## src/sv/hcc_pkg.sv

```systemverilog
// Shared types, constants and helpers for the hysteresis climate controller.
// No dependencies; imported by every module of the block.
`default_nettype none

package hcc_pkg;

    localparam int TEMP_W  = 11;
    localparam int HUM_W   = 10;
    localparam int BAND_TW = 7;
    localparam int BAND_HW = 8;
    localparam int RATE_W  = 14;
    localparam int CNT_W   = 16;
    localparam int EST_W   = 18;
    localparam int CFG_W   = 16;
    localparam int IDX_W   = 3;
    localparam int IN_DW   = 24;
    localparam int OUT_DW  = 24;

    localparam logic [CNT_W-1:0]       CNT_MAX = {CNT_W{1'b1}};
    localparam logic signed [EST_W:0]  EST_MIN = -19'sd40000;
    localparam logic signed [EST_W:0]  EST_MAX = 19'sd80000;
    localparam logic signed [EST_W:0]  SCALE   = 19'sd100;

    localparam logic signed [TEMP_W-1:0] TEMP_TARGET_RST = 11'sd375;
    localparam logic [BAND_TW-1:0]       TEMP_BAND_RST   = 7'd2;
    localparam logic [HUM_W-1:0]         HUM_TARGET_RST  = 10'd550;
    localparam logic [BAND_HW-1:0]       HUM_BAND_RST    = 8'd30;
    localparam logic [RATE_W-1:0]        GAIN_RATE_RST   = 14'd20;
    localparam logic [RATE_W-1:0]        LOSS_RATE_RST   = 14'd10;
    localparam logic [CNT_W-1:0]         TIMEOUT_RST     = 16'd120;
    localparam logic [CNT_W-1:0]         PAUSE_LIM_RST   = 16'd300;

    typedef enum logic [IDX_W-1:0] {
        REG_TEMP_TARGET    = 3'd0,
        REG_TEMP_BAND      = 3'd1,
        REG_HUM_TARGET     = 3'd2,
        REG_HUM_BAND       = 3'd3,
        REG_HEAT_GAIN_RATE = 3'd4,
        REG_HEAT_LOSS_RATE = 3'd5,
        REG_SENSOR_TIMEOUT = 3'd6,
        REG_PAUSE_LIMIT    = 3'd7
    } cfg_idx_t;

    typedef struct packed {
        logic signed [TEMP_W-1:0] temp_target;
        logic [BAND_TW-1:0]       temp_band;
        logic [HUM_W-1:0]         hum_target;
        logic [BAND_HW-1:0]       hum_band;
        logic [RATE_W-1:0]        heat_gain_rate;
        logic [RATE_W-1:0]        heat_loss_rate;
        logic [CNT_W-1:0]         sensor_timeout_ticks;
        logic [CNT_W-1:0]         pause_limit_ticks;
    } cfg_t;

    typedef struct packed {
        logic                     reading_valid;
        logic signed [TEMP_W-1:0] temp_sample;
        logic [HUM_W-1:0]         hum_sample;
        logic                     pause_press;
    } tick_t;

    typedef struct packed {
        logic                     heater_state;
        logic                     humid_state;
        logic                     paused;
        logic [CNT_W-1:0]         pause_age;
        logic [CNT_W-1:0]         ticks_since_reading;
        logic                     have_reading;
        logic signed [TEMP_W-1:0] last_temp;
        logic [HUM_W-1:0]         last_hum;
        logic signed [EST_W-1:0]  estimate;
    } ctl_state_t;

    typedef struct packed {
        logic                    heater_on;
        logic                    humidifier_on;
        logic                    pause_active;
        logic                    sensor_ok;
        logic signed [EST_W-1:0] temp_estimate;
    } result_t;

    function automatic logic signed [EST_W-1:0] clamp_est(input logic signed [EST_W:0] v);
        logic signed [EST_W:0] r;
        begin
            r = v;
            if (v < EST_MIN)
            begin
                r = EST_MIN;
            end
            else if (v > EST_MAX)
            begin
                r = EST_MAX;
            end
            return r[EST_W-1:0];
        end
    endfunction

endpackage

`default_nettype wire

```

## src/sv/hcc_cfg_regs.sv

```systemverilog
// Configuration register file of the climate controller.
// Depends on hcc_pkg for the register layout and reset values.
`default_nettype none

module hcc_cfg_regs
    import hcc_pkg::*;
(
    input  wire logic             clk,
    input  wire logic             rst_n,
    input  wire logic             cfg_we,
    input  wire logic [IDX_W-1:0] cfg_index,
    input  wire logic [CFG_W-1:0] cfg_data,
    output cfg_t                  cfg
);

    cfg_t cfg_reg;

    always_ff @(posedge clk or negedge rst_n)
    begin
        if (!rst_n)
        begin
            cfg_reg.temp_target          <= TEMP_TARGET_RST;
            cfg_reg.temp_band            <= TEMP_BAND_RST;
            cfg_reg.hum_target           <= HUM_TARGET_RST;
            cfg_reg.hum_band             <= HUM_BAND_RST;
            cfg_reg.heat_gain_rate       <= GAIN_RATE_RST;
            cfg_reg.heat_loss_rate       <= LOSS_RATE_RST;
            cfg_reg.sensor_timeout_ticks <= TIMEOUT_RST;
            cfg_reg.pause_limit_ticks    <= PAUSE_LIM_RST;
        end
        else if (cfg_we)
        begin
            unique case (cfg_idx_t'(cfg_index))
                REG_TEMP_TARGET:    cfg_reg.temp_target <= $signed(cfg_data[TEMP_W-1:0]);
                REG_TEMP_BAND:      cfg_reg.temp_band <= cfg_data[BAND_TW-1:0];
                REG_HUM_TARGET:     cfg_reg.hum_target <= cfg_data[HUM_W-1:0];
                REG_HUM_BAND:       cfg_reg.hum_band <= cfg_data[BAND_HW-1:0];
                REG_HEAT_GAIN_RATE: cfg_reg.heat_gain_rate <= cfg_data[RATE_W-1:0];
                REG_HEAT_LOSS_RATE: cfg_reg.heat_loss_rate <= cfg_data[RATE_W-1:0];
                REG_SENSOR_TIMEOUT: cfg_reg.sensor_timeout_ticks <= cfg_data[CNT_W-1:0];
                REG_PAUSE_LIMIT:    cfg_reg.pause_limit_ticks <= cfg_data[CNT_W-1:0];
            endcase
        end
    end

    assign cfg = cfg_reg;

endmodule

`default_nettype wire

```

## src/sv/hcc_step.sv

```systemverilog
// One-tick control step: pause timer, sensor timeout, hysteresis decisions
// and the saturating temperature estimate. Depends on hcc_pkg.
`default_nettype none

module hcc_step
    import hcc_pkg::*;
(
    input  wire cfg_t       cfg,
    input  wire tick_t      tick,
    input  wire ctl_state_t state,
    output ctl_state_t      state_next,
    output result_t         result
);

    logic                    p0;
    logic                    p1;
    logic [CNT_W-1:0]        age1;
    logic                    ok;
    logic signed [12:0]      tgt_hi;
    logic signed [12:0]      tgt_lo;
    logic signed [12:0]      temp_x;
    logic signed [EST_W:0]   temp_scaled;
    logic signed [EST_W:0]   hi_scaled;
    logic signed [EST_W:0]   lo_scaled;
    logic signed [EST_W:0]   est_up;
    logic signed [EST_W:0]   est_dn;
    logic signed [EST_W-1:0] est_new;
    logic signed [11:0]      hum_x;
    logic signed [11:0]      hum_hi;
    logic signed [11:0]      hum_lo;
    ctl_state_t              s;

    always_comb
    begin
        s = state;

        // pause expiry, toggle, then age
        p0 = state.paused;
        if (state.paused && (state.pause_age >= cfg.pause_limit_ticks))
        begin
            p0 = 1'b0;
        end
        p1   = p0;
        age1 = state.pause_age;
        if (tick.pause_press)
        begin
            p1 = !p0;
            if (!p0)
            begin
                age1 = '0;
            end
        end
        if (p1 && (age1 != CNT_MAX))
        begin
            age1 = age1 + 1'b1;
        end
        s.paused    = p1;
        s.pause_age = age1;

        // sensor bookkeeping
        if (tick.reading_valid)
        begin
            s.last_temp           = tick.temp_sample;
            s.last_hum            = tick.hum_sample;
            s.ticks_since_reading = '0;
            s.have_reading        = 1'b1;
        end
        else if (state.ticks_since_reading != CNT_MAX)
        begin
            s.ticks_since_reading = state.ticks_since_reading + 1'b1;
        end

        ok = s.have_reading && (s.ticks_since_reading < cfg.sensor_timeout_ticks);

        tgt_hi = 13'(cfg.temp_target) + $signed({6'd0, cfg.temp_band});
        tgt_lo = 13'(cfg.temp_target) - $signed({6'd0, cfg.temp_band});
        temp_x = 13'(s.last_temp);
        temp_scaled = (EST_W+1)'(s.last_temp) * SCALE;
        hi_scaled   = (EST_W+1)'(tgt_hi) * SCALE;
        lo_scaled   = (EST_W+1)'(tgt_lo) * SCALE;
        est_up = (EST_W+1)'(state.estimate) + $signed({5'd0, cfg.heat_gain_rate});
        est_dn = (EST_W+1)'(state.estimate) - $signed({5'd0, cfg.heat_loss_rate});

        hum_x  = $signed({2'd0, s.last_hum});
        hum_hi = $signed({2'd0, cfg.hum_target}) + $signed({4'd0, cfg.hum_band});
        hum_lo = $signed({2'd0, cfg.hum_target}) - $signed({4'd0, cfg.hum_band});

        est_new = state.estimate;
        if (s.have_reading)
        begin
            if (ok)
            begin
                est_new = clamp_est(temp_scaled);
                if (state.heater_state)
                begin
                    if (temp_x >= tgt_hi)
                    begin
                        s.heater_state = 1'b0;
                    end
                end
                else if (temp_x < tgt_lo)
                begin
                    s.heater_state = 1'b1;
                end
                if (!p1)
                begin
                    if (state.humid_state)
                    begin
                        if (hum_x >= hum_hi)
                        begin
                            s.humid_state = 1'b0;
                        end
                    end
                    else if (hum_x < hum_lo)
                    begin
                        s.humid_state = 1'b1;
                    end
                end
            end
            else if (state.heater_state)
            begin
                est_new = clamp_est(est_up);
                if ((EST_W+1)'(est_new) >= hi_scaled)
                begin
                    s.heater_state = 1'b0;
                end
            end
            else
            begin
                est_new = clamp_est(est_dn);
                if ((EST_W+1)'(est_new) < lo_scaled)
                begin
                    s.heater_state = 1'b1;
                end
            end
        end
        s.estimate = est_new;

        state_next           = s;
        result.heater_on     = s.heater_state;
        result.humidifier_on = s.humid_state && !p1;
        result.pause_active  = p1;
        result.sensor_ok     = ok;
        result.temp_estimate = est_new;
    end

endmodule

`default_nettype wire

```

## src/sv/hysteresis_climate_controller_core.sv

```systemverilog
// Top level of the hysteresis climate controller: input register, control
// state, result register. Depends on hcc_pkg, hcc_cfg_regs and hcc_step.
//
// One input word per one-second tick on the s_ side; one result word per
// tick on the m_ side. Configuration is written through cfg_we, cfg_index
// and cfg_data, one register per cycle; the user must write it only while
// the block is idle, which the block does not enforce. A word accepted at
// an edge is in the input register after it; its result is loaded into
// the result register at the next edge at which it is free, raising m_tvalid.
// Throughput: one word per cycle while m_tready is high. The control state
// updates in the same cycle that loads the result, so the next word sees it.
// While m_tready is low the result holds and the input register still
// takes one more word; s_tready falls only when both registers are full.
// Reset clears the control state to heater off, humidifier off, no pause,
// no reading yet and a zero estimate, empties both registers and loads
// the configuration defaults.
`default_nettype none

module hysteresis_climate_controller_core
    import hcc_pkg::*;
(
    input  wire logic              clk,
    input  wire logic              rst_n,
    input  wire logic              s_tvalid,
    output logic                   s_tready,
    input  wire logic [IN_DW-1:0]  s_tdata,   // temp_sample[10:0], hum_sample[20:11], pause_press[21]
    input  wire logic              s_tuser,   // reading_valid
    output logic                   m_tvalid,
    input  wire logic              m_tready,
    output logic [OUT_DW-1:0]      m_tdata,   // heater_on, humidifier_on, pause_active, sensor_ok,
                                              // temp_estimate[21:4]
    input  wire logic              cfg_we,
    input  wire logic [IDX_W-1:0]  cfg_index,
    input  wire logic [CFG_W-1:0]  cfg_data
);

    cfg_t       cfg;
    tick_t      in_reg;
    logic       in_valid_reg;
    ctl_state_t state_reg;
    ctl_state_t state_next;
    result_t    result_next;
    result_t    out_reg;
    logic       out_valid_reg;
    logic       advance;
    logic       out_free;

    hcc_cfg_regs u_cfg (
        .clk       (clk),
        .rst_n     (rst_n),
        .cfg_we    (cfg_we),
        .cfg_index (cfg_index),
        .cfg_data  (cfg_data),
        .cfg       (cfg)
    );

    hcc_step u_step (
        .cfg        (cfg),
        .tick       (in_reg),
        .state      (state_reg),
        .state_next (state_next),
        .result     (result_next)
    );

    assign out_free = !out_valid_reg || m_tready;
    assign advance  = in_valid_reg && out_free;
    assign s_tready = !in_valid_reg || advance;

    always_ff @(posedge clk or negedge rst_n)
    begin
        if (!rst_n)
        begin
            in_valid_reg <= 1'b0;
        end
        else if (s_tready)
        begin
            in_valid_reg <= s_tvalid;
        end
    end

    always_ff @(posedge clk)
    begin
        if (s_tvalid && s_tready)
        begin
            in_reg.reading_valid <= s_tuser;
            in_reg.temp_sample   <= $signed(s_tdata[TEMP_W-1:0]);
            in_reg.hum_sample    <= s_tdata[TEMP_W+HUM_W-1:TEMP_W];
            in_reg.pause_press   <= s_tdata[TEMP_W+HUM_W];
        end
    end

    always_ff @(posedge clk or negedge rst_n)
    begin
        if (!rst_n)
        begin
            state_reg <= '0;
        end
        else if (advance)
        begin
            state_reg <= state_next;
        end
    end

    always_ff @(posedge clk or negedge rst_n)
    begin
        if (!rst_n)
        begin
            out_valid_reg <= 1'b0;
        end
        else if (out_free)
        begin
            out_valid_reg <= advance;
        end
    end

    always_ff @(posedge clk)
    begin
        if (advance)
        begin
            out_reg <= result_next;
        end
    end

    assign m_tvalid = out_valid_reg;
    assign m_tdata  = {{(OUT_DW-EST_W-4){1'b0}}, out_reg.temp_estimate, out_reg.sensor_ok,
                       out_reg.pause_active, out_reg.humidifier_on, out_reg.heater_on};

    a_pause_blocks_humid: assert property (@(posedge clk) disable iff (!rst_n)
        out_valid_reg && out_reg.pause_active |-> !out_reg.humidifier_on)
        else $error("humidifier on while paused");

    a_ok_needs_reading: assert property (@(posedge clk) disable iff (!rst_n)
        out_valid_reg && out_reg.sensor_ok |-> state_reg.have_reading)
        else $error("sensor_ok without any reading");

    a_est_range: assert property (@(posedge clk) disable iff (!rst_n)
        out_valid_reg |-> ((EST_W+1)'(out_reg.temp_estimate) >= EST_MIN)
                       && ((EST_W+1)'(out_reg.temp_estimate) <= EST_MAX))
        else $error("estimate out of range");

    a_stall_holds_state: assert property (@(posedge clk) disable iff (!rst_n)
        !advance |=> $stable(state_reg))
        else $error("control state moved without a word");

endmodule

`default_nettype wire
```

## config.mk

```make
export PLATFORM = sky130hd
export DESIGN_NAME = hysteresis_climate_controller_core
export DESIGN_NICKNAME = d
export VERILOG_FILES = /design/src/sv/hcc_pkg.sv /design/src/sv/hcc_cfg_regs.sv /design/src/sv/hcc_step.sv /design/src/sv/hysteresis_climate_controller_core.sv
export SDC_FILE = /design/constraint.sdc
export NUM_CORES = 1
export LEC_CHECK = 0
export ABC_AREA = 0
export BUFFER_PORTS_ARGS = -buffer_cell sky130_fd_sc_hd__buf_2
export CORE_ASPECT_RATIO = 1.1
export CORE_MARGIN = 10
export CORE_UTILIZATION = 58
export DETAILED_ROUTE_END_ITERATION = 8
export PLACE_DENSITY = 0.84
export SETUP_SLACK_MARGIN = 0.2
export SKIP_CTS_REPAIR_TIMING = 1
export SLEW_MARGIN = 5
export SYNTH_ARGS = -nofsm -noshare
export SYNTH_HDL_FRONTEND = slang
export SYNTH_SLANG_ARGS = --single-unit
```

## constraint.sdc

```tcl
create_clock -name clk -period 6.1 [get_ports clk]
set_input_delay 1.22 -clock clk [delete_from_list [all_inputs] [get_ports clk]]
set_output_delay 1.22 -clock clk [all_outputs]
set_load 0.1 [all_outputs]
```

; Word level (Yosys, flattened, before mapping)
; Index checks and enable logic that the tools add are counted.
[op_classes]
n_eq_ne = 9
n_addsub = 8
mul = 3
n_mux = 36
reduce_logical = 21
div_mod_pow = 0
order_cmp = 14
shift = 0
n_bitwise = 0
[op_table]
columns = operator, n
row1 = $mux 18, 15
row2 = $mux 16, 5
row3 = $gt 19x18->1 const B, 3
row4 = $lt 19x17->1 const B, 3
row5 = $mul 12x6->17 const B, 2
row6 = $add 16x1->16 const B, 2
row7 = $ne 16x16->1 const B, 2
row8 = $ge 11x12->1, 2
row9 = $lt 11x12->1, 2
row10 = $mux 22, 1
row11 = $add 18x15->19, 1
row12 = $ge 18x19->1, 1
row13 = $lt 18x19->1, 1
row14 = $sub 18x15->19, 1
row15 = $mul 11x6->17 const B, 1
row16 = $ge 16x16->1, 1
row17 = $lt 16x16->1, 1
row18 = $reduce_and 2->1, 8
row19 = $mux 1, 14
row20 = $add 11x8->12, 1
row21 = $eq 3x3->1 const B, 4
row22 = $sub 11x8->12, 1
row23 = $add 10x8->11, 1
row24 = $sub 10x8->11, 1
row25 = other kinds (7), 17
[totals]
out_inout_bits = 26
rom_bits = 0
register_bits = 218
latch_bits = 0
mem_count = 0
ramBits = 0
inputBits = 49
elab_cells = 119

; Logic depth before layout (Yosys ltp)
; Gate-level depths: netlist (run 1).
[depth]
depth_word = 13
ltp_mapped = 36

; Modules after synthesis
; A second synthesis (run 1) with hierarchy kept.
[hier_totals]
hier_cells = 1931
area_unflattened_um2 = 19341.0
[by_module_without_submodules]
columns = mod, cells_per_inst, area_per_inst_um2, instances
row1 = hcc_step, 1504, 11130.7, 1
row2 = hysteresis_climate_controller_core, 215, 4409.2, 1
row3 = hcc_cfg_regs, 212, 3801.1, 1

; Worst setup path before layout (run 1)
; OpenSTA, ideal clock, no wires.
[synth_timing]
path_type = reg-to-reg
from = register u_cfg.cfg_reg, in the netlist u_cfg.cfg[79]
to = register out_reg, in the netlist m_tdata[0] (data pin)
path_slack_ps = -398
stages_incl_launch_ff = 36
synth_period_minus_slack_ps = 6498
arrival_ps = 6237
required_time_ps = 5839
cell_sequence = dfstp_2 inv_1 ha_1 nor2b_1 o21ai_0 a21boi_0 o21ai_0 a21boi_0 o21ai_0 nand2_1 xnor2_1 inv_1 fa_1 inv_1 ha_1 ha_1 nor2b_1 o21ai_0 a21oi_1 o21ai_0 a21oi_1 o21ai_0 nand2b_1 a21o_1 a21oi_1 xor2_1 ha_1 nand4_1 nor4_1 nand4_1 nor2_1 a211oi_1 o21a_1 a31o_2 nor3_1 a21oi_1
[synth_rtl]
columns = item, line_no
row1 = from (decl), hcc_cfg_regs.sv:16  ; cfg_t cfg_reg;
row2 = to (signal assigned), hysteresis_climate_controller_core.sv:120  ; out_reg <= result_next;
row3 = to (decl), hysteresis_climate_controller_core.sv:43  ; result_t out_reg;

==> impl_metrics.py, run 1 <==
metrics = {
    "synth": {
        "synth_area_leaders": "dfrtp_1 19%, ha_1 18%, edfxtp_1 7.1%, mux2_2 6.6%, inv_1 4.6%",
        "ys.flop_type": "dfrtp_1",
        "seq_area_frac_synth_pct": 30.1,
        "yosys_register_bits": 218,
        "synth_edf_count": 45,
        "synth_area_per_cell_um2": 9.31,
        "syn_area_um2": 19000,
        "yosysTopAreaCell": "dfrtp_1",
        "synth_top_cell_area_share_pct": 19.1,
        "netlist_instances": 2044,
        "yosysUniqueCellTypes": 96,
        "async_flop_share_pct": 79.4,
        "yosys_warnings": 0,
    },
    "final_layout": {
        "largest_reg_flops": 96,
        "fin_nets": 2531,
        "n_antenna_cell": 0,
        "post-route-util_pct": 66.8,
        "fillers": 2413,
        "syn_to_final_growth_pct": 13.7,
        "design_area_um2": 21600,
        "drive_above_1_share_pct": 21.4,
    },
    "cts": {
        "cts_buffers": 25,
        "clk_path_buf_depth": 3,
        "clock_latency_ps": 550,
        "clk_pin_slew_ps": 60,
        "clock_sink_count": 218,
        "root_buffer": "clkbuf_16",
        "htreeDepth": 1,
        "cts_tree": "yes",
    },
    "setup_path": {
        "crit_required_ps": 6390,
        "cp_common_cell": "o21ai_2",
        "path_class": "reg -> reg",
        "crit_path_start_kind": "flip-flop",
        "reg2reg_depth": 33,
        "crit_path_max_incr_delay_ps": 550,
        "endpoint_kind": "flip-flop",
        "slowest_stage": "dfstp_2",
        "path_max_fanout": 3,
        "arrival_ps": 6650,
    },
    "min_path": {
        "worstHoldPathType": "reg -> reg",
        "whs_path_depth": 1,
    },
    "sta": {
        "tightest_slew_ps": 1210,
        "fin_crit_ps": 6370,
        "final_max_slew_viol_count": 0,
        "period_share_pct": 104,
        "rsz0062_at_grt": "true",
        "setup_viol": 2,
        "finalHoldViolCount": 0,
        "max_freq_ghz": 0.157,
        "finClkSkew_ps": 23.9,
        "setup_ws_ps": -266,
        "holdWs_ps": 472,
        "relSlewSlack_pct": 18.7,
    },
    "die": {
        "die_y_um": 210,
        "rows": 69,
        "start_util_pct": 58.7,
        "core_area_um2": 32400,
        "dieArea_um2": 40400,
        "die_w_um": 193,
        "io_pins": 75,
    },
    "detailed_routing": {
        "first_iter_violations": 1248,
        "vias_per_cell": 6.08,
        "dr.pass1.iters": 7,
        "drc": 0,
        "dr_total_vias": 15937,
        "drt_wl_total_mm": 52.6,
        "ant_nets": 0,
        "wl_per_cell_um": 20.1,
    },
    "global_routing": {
        "grt_pass1_wl_mm": 83.3,
        "grt.overflow.total": 0,
        "grt.total_usage_pct": 25.3,
        "antenna_found_initial": 0,
        "grt_max_degree": 105,
        "grt_pass1_vias": 16202,
    },
    "status": {
        "outcome": "finished, violations left",
        "violations": "setup timing",
    },
    "placed_design": {
        "portBuffers": 70,
        "dp_hpwl_mm": 40.1,
        "dpl_cell_area_um2": 20400,
        "routabilityCongestion": 1.00,
        "dp_slack_ps": -297,
    },
    "run": {
        "drv_cap": 0,
    },
}
[cell families (layout without fill, tap and decap cells)]
family,after synthesis,in the layout,share of synthesized area [%]
adders and majority gates,305,305,21.4
other,1,2,0.0197
muxes,126,126,7.36
buffers and inverters,301,452,6.11
and+or+nand+nor,519,519,13.4
AOI/OAI and AO/OA,461,461,16.4
DFF,218,218,30.1
xor gates and xnor gates,113,113,5.20
[metal layers]
metal | part of all wire [%] | up-vias | track usage, %
met5 | 0 | - | 0
met4 | 4.0 | 0 | 9.28
met3 | 6.7 | 133 | 4.10
met2 | 49 | 514 | 43.3
met1 | 40 | 7749 | 31.3
li1 | - | 7541 | -
[synth_stat cells (9+ instances only)]
cell type	instances
xnor2_1	63
dfstp_2	28
a21o_1	33
o21ai_1	10
a21oi_1	106
and3_1	12
nor2b_1	20
o21ai_0	89
ha_1	270
and2_1	16
mux2i_1	15
o21bai_1	11
nand4_1	30
nand2b_1	22
or2_2	9
inv_1	234
xor2_1	50
nand3_1	40
nand2_1	171
clkbuf_1	45
fa_1	35
o31ai_1	16
a211oi_1	23
nor2_1	110
dfrtp_1	145
buf_2	11
or3_1	13
o21a_1	15
o211ai_1	17
edfxtp_1	45
nor3_1	33
a31oi_1	27
mux2_2	111
[cell usage in the layout (no fill, tap or decap), types with 9 or more instances in the layout]
cell       count
or3_1         13
nor2_1       109
mux2i_1       15
o21ai_1       12
a211oi_1      22
xor2_1        48
nand4_1       30
ha_4          11
buf_2         69
nor3_1        28
a21oi_1       91
buf_4         95
o21a_1        15
a31oi_1       27
o21ai_2       10
or2_2          9
o21ai_0       77
nand3_1       40
nand2b_1      22
edfxtp_1      45
a21oi_2       18
a21o_1        33
and3_1        12
dfstp_2       28
o21bai_1      11
xnor2_1       62
inv_2         13
o211ai_1      17
ha_1         259
o31ai_1       16
inv_1        222
fa_1          31
clkbuf_16     26
and2_1        16
dfrtp_1      145
nor2b_1       17
mux2_2       111
nand2_1      169
[critical path: cells and delay by family, from the launching register on]
kind / cells / cell delay (ps)
compound gates: 13 / 1800
flops: 1 / 550
simple gates: 7 / 1170
xor+xnor: 2 / 280
fa+ha+maj: 6 / 1830
buf+inv: 5 / 440
[area by class of cell]
class | instances | area [µm²] | area share (%)
Clock inverter | 14 | 115 | 0.532
Tap cell | 426 | 533 | 2.46
Sequential cell | 218 | 5720 | 26.4
Clock buffer | 32 | 713 | 3.30
Inverter | 237 | 892 | 4.12
Multi-Input combinational cell | 1526 | 12500 | 57.9
Timing Repair Buffer | 169 | 1130 | 5.24
[worst paths after layout]
check                         startpoint            end  slack (ps)
min                        state_reg[39]  state_reg[39]         470
max in group asynchronous          rst_n  u_cfg.cfg[43]        4380
min in group asynchronous          rst_n  u_cfg.cfg[72]         660
min reg2reg                state_reg[39]  state_reg[39]         470
max                        u_cfg.cfg[79]     m_tdata[0]        -270
max reg2reg                u_cfg.cfg[79]     m_tdata[0]        -270
[stage by stage]
| step | setup TNS, ps | instances |
|---|---|---|
| after floorplan | 0 | 2045 |
| after global placement | -164 | 2567 |
| after detailed placement | -554 | 2567 |
| after CTS | -601 | 2613 |
| after global routing | -1170 | 2622 |
| final | -509 | 2622 |
Power of run 1 is left out: the tool's default activity adds up to more than one toggle a clock period on the data nets, which glitch-free logic cannot reach.
==> run 2: changes to the inputs <==
--- a/config.mk
+++ b/config.mk
@@ -8,13 +8,13 @@
 export ABC_AREA = 0
 export BUFFER_PORTS_ARGS = -buffer_cell sky130_fd_sc_hd__buf_2
 export CORE_ASPECT_RATIO = 1.1
-export CORE_MARGIN = 10
+export CORE_MARGIN = 2
 export CORE_UTILIZATION = 58
 export DETAILED_ROUTE_END_ITERATION = 8
 export PLACE_DENSITY = 0.84
 export SETUP_SLACK_MARGIN = 0.2
 export SKIP_CTS_REPAIR_TIMING = 1
-export SLEW_MARGIN = 5
+export SLEW_MARGIN = 30
 export SYNTH_ARGS = -nofsm -noshare
 export SYNTH_HDL_FRONTEND = slang
 export SYNTH_SLANG_ARGS = --single-unit
==> run 2 against run 1 <==
Compared with the run above: the flow still finishes with violations (setup timing); design area increased by 0.34%; register-to-register slack got worse by 90 ps; routed wire length increased by 1.0%; setup slack got worse by 88 ps; first-iteration DRC count rose by 6.5%; non-clock buffer count is 16 higher; hold slack better by 10 ps; count of clock-buffer cells in the layout rose by 2; flip-flop and latch count is the same.
==> impl_metrics.py, run 2 (synthesis gave the netlist of run 1 again) <==
metrics = {
    "status": {
        "outcome": "finished, violations left",
        "violations": "setup timing",
    },
    "detailed_routing": {
        "drt_wl_total_mm": 53.2,
        "dr_total_vias": 16359,
        "ant_nets": 0,
        "dr.pass1.iters": 6,
        "first_iter_violations": 1329,
        "wl_per_cell_um": 20.2,
        "drc": 0,
        "vias_per_cell": 6.20,
    },
    "sta": {
        "relSlewSlack_pct": 37.0,
        "final_max_slew_viol_count": 0,
        "finalHoldViolCount": 0,
        "setup_ws_ps": -354,
        "period_share_pct": 106,
        "fin_crit_ps": 6450,
        "max_freq_ghz": 0.155,
        "rsz0062_at_grt": "true",
        "finClkSkew_ps": 13.6,
        "tightest_slew_ps": 939,
        "setup_viol": 2,
    },
    "cts": {
        "clk_pin_slew_ps": 60,
        "clk_path_buf_depth": 3,
        "cts_buffers": 25,
        "clock_sink_count": 218,
        "cts_tree": "yes",
        "clock_latency_ps": 550,
        "root_buffer": "clkbuf_16",
        "htreeDepth": 1,
    },
    "run": {
        "drv_cap": 0,
    },
    "final_layout": {
        "fin_nets": 2547,
        "layoutNonFillerInstCount": 2638,
        "fillers": 2420,
        "syn_to_final_growth_pct": 14.1,
        "drive_above_1_share_pct": 21.0,
        "final_cell_mix": "258 x ha_1, 226 x inv_1, 171 x nand2_1, 145 x dfrtp_1, 112 x buf_4",
        "final_common_cell": "ha_1",
        "largest_reg_flops": 96,
    },
    "global_routing": {
        "antenna_found_initial": 2,
        "grt_pass1_vias": 16532,
        "grt.overflow.total": 0,
        "grt_pass1_wl_mm": 84.2,
        "grt.total_usage_pct": 30.7,
        "grt_max_degree": 81,
    },
    "min_path": {
        "worstHoldPathType": "reg -> reg",
    },
    "die": {
        "core_area_um2": 32300,
        "start_util_pct": 58.9,
        "die_y_um": 194,
        "io_pins": 75,
        "dieArea_um2": 34300,
        "rows": 69,
        "die_w_um": 177,
    },
    "placed_design": {
        "portBuffers": 70,
        "post-place-cells": 2583,
        "routabilityCongestion": 0.983,
        "dp_hpwl_mm": 39.7,
    },
    "setup_path": {
        "endpoint_kind": "flip-flop",
        "crit_path_max_incr_delay_ps": 450,
        "path_class": "reg -> reg",
        "cp_common_cell": "a21oi_2",
        "crit_required_ps": 6390,
        "slowest_stage": "fa_1",
        "arrival_ps": 6740,
        "crit_path_start_kind": "flip-flop",
        "path_max_fanout": 3,
    },
}
[run 2: critical path, delay by kind of cell, from the launching register on]
| family | cells | cell delay (ps) |
|---|---|---|
| compound gates | 15 | 2220 |
| flops | 1 | 370 |
| simple gates | 7 | 1010 |
| xor+xnor | 2 | 310 |
| buf+inv | 3 | 310 |
| fa+ha+maj | 6 | 1940 |
[run 2: worst paths after layout]
kind | from | endpoint | slack (ps) | cells past startpoint
worst max-delay path | u_cfg.cfg[85] | m_tdata[0] | -350 | 33
worst min-delay path | state_reg[38] | state_reg[38] | 480 | 2
worst max register to register | u_cfg.cfg[85] | m_tdata[0] | -350 | 33
worst min register to register | state_reg[38] | state_reg[38] | 480 | 2
max in group asynchronous | rst_n | u_cfg.cfg[92] | 4210 | 2
min in group asynchronous | rst_n | state_reg[66] | 700 | 1
[run 2: per-stage QoR]
stage / worst slack [ps] / hold slack, ps / cell area [µm²] / setup TNS, ps / util, %
floorplan: 206 / 442 / 19100 / 0 / -
global placement: -242 / 454 / 20500 / -359 / 63.6
detailed placement: -438 / 472 / 20600 / -739 / 63.7
CTS: -549 / 485 / 21400 / -965 / 66.3
global route: -739 / 503 / 21700 / -1380 / 67.2
finish: -354 / 482 / 21700 / -594 / 67.2
[run 2: cell type report]
cell class                 count  area [µm²]  share of cell area (%)
antenna                        1        2.50                  0.0115
tap                          426         533                    2.46
clock buffer                  34         699                    3.22
timing repair buffer         185        1250                    5.75
inverter                     237         892                    4.11
multi-input combinational   1526       12500                    57.5
clock inverter                11         140                   0.646
sequential                   218        5720                    26.3
[run 2: per-layer routing]
metal,track usage [%],up-vias,share of wire [%]
met4,13.4,0,4.8
met3,4.31,156,7.6
met1,38.7,7922,39
met2,52.4,704,48
li1,-,7577,-
met5,0,-,0
Power of run 2 is left out for the same reason.
